==> src/design/tpd_pkg.sv <==
// Package for the ternary packed dot product engine.
// Holds the command codes, weight codes, register indexes and the queue entry type.
// No dependencies.
`default_nettype none

package tpd_pkg;

  localparam int LANES       = 16;
  localparam int LANE_W      = 4;
  localparam int IDX_W       = 12;
  localparam int WP_W        = 8;
  localparam int ACC_W       = 34;
  localparam int LEN_W       = 13;
  localparam int QUEUE_DEPTH = 2;
  localparam int QPTR_W      = 1;

  localparam logic [LEN_W-1:0] ACTIVE_LENGTH_RESET = 13'd4096;

  localparam logic [1:0] CODE_POS = 2'b01;
  localparam logic [1:0] CODE_NEG = 2'b10;

  localparam logic [0:0] REG_ACTIVE_LENGTH = 1'b0;
  localparam logic [0:0] REG_BIAS_ENABLE   = 1'b1;

  localparam logic [31:0] SUM_POS_LIMIT = 32'h7FFF_FFFF;
  localparam logic [31:0] SUM_NEG_LIMIT = 32'h8000_0000;

  typedef enum logic {
    CMD_LOAD   = 1'b0,
    CMD_WEIGHT = 1'b1
  } cmd_t;

  // One classified request as it waits between the front and the back.
  typedef struct packed {
    cmd_t               cmd;
    logic               load_ok;
    logic [IDX_W-1:0]   act_index;
    logic [31:0]        act_data;
    logic [31:0]        weight_word;
    logic               last_word;
    logic signed [31:0] bias_value;
  } q_entry_t;

  typedef struct packed {
    logic [LEN_W-1:0] active_length;
    logic             bias_enable;
  } cfg_regs_t;

endpackage

`default_nettype wire

==> src/design/tpd_queue.sv <==
// Short FIFO that decouples the front end from the execution back end.
// Depends on tpd_pkg.
`default_nettype none

module tpd_queue (
  input  wire logic              clk,
  input  wire logic              rst_n,
  input  wire logic              push,
  input  tpd_pkg::q_entry_t      push_entry,
  output logic                   full,
  input  wire logic              pop,
  output logic                   head_valid,
  output tpd_pkg::q_entry_t      head_entry
);

  import tpd_pkg::*;

  q_entry_t          mem_r [QUEUE_DEPTH];
  logic [QPTR_W-1:0] wr_ptr_r;
  logic [QPTR_W-1:0] rd_ptr_r;
  logic [QPTR_W:0]   count_r;

  assign full       = count_r == (QPTR_W + 1)'(QUEUE_DEPTH);
  assign head_valid = count_r != '0;
  assign head_entry = mem_r[rd_ptr_r];

  always_ff @(posedge clk) begin
    if (push) begin
      mem_r[wr_ptr_r] <= push_entry;
    end
  end

  always_ff @(posedge clk) begin
    if (!rst_n) begin
      wr_ptr_r <= '0;
      rd_ptr_r <= '0;
      count_r  <= '0;
    end else begin
      if (push) begin
        wr_ptr_r <= wr_ptr_r + 1'b1;
      end
      if (pop) begin
        rd_ptr_r <= rd_ptr_r + 1'b1;
      end
      if (push && !pop) begin
        count_r <= count_r + 1'b1;
      end else if (pop && !push) begin
        count_r <= count_r - 1'b1;
      end
    end
  end

endmodule

`default_nettype wire

==> config.mk <==
export PLATFORM = sky130hd
export DESIGN_NAME = tpd_queue
export DESIGN_NICKNAME = d
export VERILOG_FILES = /design/src/design/tpd_pkg.sv /design/src/design/tpd_queue.sv
export SDC_FILE = /design/constraint.sdc
export NUM_CORES = 1
export LEC_CHECK = 0
export BUFFER_PORTS_ARGS = -buffer_cell sky130_fd_sc_hd__buf_2
export CAP_MARGIN = 30
export CORE_MARGIN = 2
export CORE_UTILIZATION = 45
export CTS_BUF_LIST = sky130_fd_sc_hd__clkbuf_4
export DETAILED_ROUTE_END_ITERATION = 16
export MAX_ROUTING_LAYER = met4
export PLACE_DENSITY = 0.81
export SLEW_MARGIN = 20
export SYNTH_ARGS = -nofsm -noshare
export SYNTH_HDL_FRONTEND = slang
export SYNTH_SLANG_ARGS = --single-unit
==> constraint.sdc <==
create_clock -name clk -period 11.3 [get_ports clk]
set_clock_uncertainty 0.1 [all_clocks]
set_input_delay 2.26 -clock clk [delete_from_list [all_inputs] [get_ports clk]]
set_output_delay 2.26 -clock clk [all_outputs]
set_load 0.02 [all_outputs]
==> flow_summary.yaml <==
timing:
  period_share_pct: 45.67
  finalSetupViolations: 0
  slew_violations: 0
  slew_headroom_pct: 46.93
  grt_setup_unrepaired: "no"
  period_needed_ns: 5.161
  worst_pin_slew_ns: 0.7961
  setup-tns-final_ns: 0
  max_freq_ghz: 0.1938
  hold_violations: 0
  layout_setup_ws_ns: 6.139
logic_synthesis:
  synth-seq-cells: 227
  synth_top_family_by_area: "multiplexers"
  synth-warning-count: 0
  netlist-cell-type-count: 17
  synth_xor_area_share_pct: 0.3181
  synthCells: 367
  avgSynthCellArea_um2: 22.50
  synthMuxAreaShare_pct: 15.13
  syn-cell-area_um2: 8259
  synth-adder-area-share_pct: 0.1515
  synth_nets: 483
  synth-simple-area-share_pct: 0.6969
  synth_compound_area_share_pct: 0.2424
  yosysSeqAreaShare_pct: 81.93
finish:
  drive_gt1_share_pct: 62.34
  fin_util_pct: 57.22
  nets: 760
  area_delta_synth_final_pct: 24.45
  fillers: 1392
  fin_cells: 917
  final_cell_area_um2: 10280
global_routing:
  grt-ovfl-total: 0
  grt_use_total_pct: 15.96
  grt_pass1_wl_mm: 23.66
  grt_max_degree: 59
  antenna_found_initial: 3
  first_global_vias: 4798
setup_path:
  crit_type: "reg2out"
  max_stage_delay_ns: 0.81
  endpoint_kind: "primary output"
  cp-start-kind: "flip-flop"
  critPathMaxFanout: 56
  cp_top_family: "buffers and inverters"
  critPathRequiredTime_ns: 8.94
  crit_buf_inv: 2
  path_cells: "buf_4 > mux2_2 > buf_2"
  regToRegStartpoint: "wr_ptr_r$_SDFFE_PN0P_"
  arrival_ns: 2.80
  cp_slowest_cell: "dfxtp_4"
place:
  io_buffer_count: 227
  dpl.hpwl_mm: 9.895
  place.gp.congestion: 0.7281
  place_area_um2: 9603
  pre_cts_ws_ns: 6.740
  dp.cells: 815
clock_tree:
  cts_buffers: 56
  cts_tree: "done"
  cts.clk_slew.worst_paths_ns: 0.06
  insertion_delay_ns: 0.62
  clock_path_buffers: 3
  post_cts_buffers: 0
  cts_resized: 0
  root_buffer: "clkbuf_4"
  cts_sinks: 227
  htree_levels: 2
  cts-hold-fix-buffers: 0
outcome:
  outcome: "finished clean"
route:
  routed_via_density: 4.771
  num_vias: 4375
  drc: 0
  dr.first_iter.drc_count: 167
  drtPass1Iterations: 4
  routedWlPerCell_um: 16.60
  finalWirelength_mm: 15.23
  route.antenna.remaining_nets: 0
hold_path:
  min_from: "count_r[1]$_SDFFE_PN0P_"
  hold_class: "reg2reg"
floorplan:
  die_x_um: 139.5
  die_y_um: 139.5
  placementRows: 49
  pin_count: 228
  die_area_um2: 19450
  coreArea_um2: 17960
  initial_core_util_pct: 45.98
power:
  power.internal_uw: 1379
  p_switching_uw: 437.6
  seq_power_share_pct: 54.5
  clkPwrFrac_pct: 34.0
  p_per_area_nw_per_um2: 176.8
  p_leak_uw: 0.003921
  peakVddDrop_mv: 0.1002
  p_sw_share_pct: 24.09
  pwr-share-comb_pct: 11.5
job:
  drv_cap: 0
[kinds of logic after synthesis]
kind of cell	Yosys count
and+or+nand+nor	9
adders and majority gates	1
DFF	227
muxes	111
AOI/OAI and AO/OA	3
xor gates and xnor gates	3
buffers and inverters	13
[Yosys cell counts (all sizes together)]
cell    count  area [µm²]
and2        4       25.02
or3         1       6.260
buf        12       122.6
mux2      111        1250
o21ai       1       5.000
nor2b       2       12.51
and2b       1       7.510
xnor2       1       8.760
dfxtp       5       100.1
edfxtp    222        6666
inv         1       3.750
a21boi      1       7.510
xor2        2       17.52
o21a        1       7.510
or2         1       6.260
ha          1       12.51
[power groups by stage]
stage	Clock (µW)	Combinational [µW]	Sequential (µW)
floorplan	0	144	1000
global placement	0	206	1010
detailed placement	0	210	1010
CTS	642	212	992
global route	684	223	995
finish	617	209	991
[routing by layer]
layer	wire [µm]	vias to the layer above	part of all wire [%]	global-route usage (%)
li1	-	2059	-	-
met1	5796	2103	38	17.51
met2	7813	185	51	26.68
met3	1321	28	8.7	5.816
met4	295	0	1.9	6.061
met5	0	-	0	-
[worst min-delay path, stage by stage, from the launching register on]
cell and delay [ns]:
dfxtp_1 0.33, o21ai_0 0.08, a21boi_1 0.06
[path summary, 6_finish.rpt]
check	to	cells after the start	slack, ns
min	count_r[1]$_SDFFE_PN0P_	2	0.42
max reg2reg	mem_r[1][30]$_DFFE_PP_	2	8.96
min reg2reg	count_r[1]$_SDFFE_PN0P_	2	0.42
max	head_entry[76]	3	6.14
[metrics by stage]
step                hold WS [ns]  total power (µW)
detailed placement        0.4140              1220
finish                    0.4218              1817
CTS                       0.4245              1846
global placement          0.3702              1212
global route              0.4487              1902
floorplan                 0.3614              1148
[cell usage in the layout, fill, tap and decap left out]
cell / Yosys / layout
buf_4: 0 / 4
o21ai_0: 1 / 1
diode_2: 0 / 3
nor2b_1: 2 / 1
nor2b_4: 0 / 1
and2_1: 4 / 3
buf_2: 2 / 227
mux2_2: 111 / 111
dfxtp_4: 0 / 1
clkinv_2: 0 / 3
dfxtp_1: 5 / 4
xor2_1: 2 / 2
clkbuf_4: 0 / 78
clkinv_1: 0 / 18
a21boi_1: 1 / 1
edfxtp_1: 222 / 222
ha_1: 1 / 1
xnor2_1: 1 / 1
and2b_1: 1 / 1
or3_1: 1 / 1
and2_4: 0 / 1
inv_1: 1 / 1
or2_2: 1 / 1
o21a_1: 1 / 1
[registers in the layout, indices dropped and copies added, names as in the netlist, named ones only]
register / flops
count_r: 2
mem_r: 222
rd_ptr_r: 1
wr_ptr_r: 1
[layout make-up]
cell class / instances / area [µm²] / share of cell area, %
Timing Repair Buffer: 231 / 1166 / 11.35
Multi-Input combinational cell: 127 / 1376 / 13.39
Antenna cell: 3 / 7.507 / 0.07304
Clock buffer: 78 / 585.6 / 5.697
Tap cell: 229 / 286.5 / 2.788
Inverter: 1 / 3.754 / 0.03652
Sequential cell: 227 / 6770 / 65.87
Clock inverter: 21 / 82.58 / 0.8034
Power figures use the tool's default switching activity.
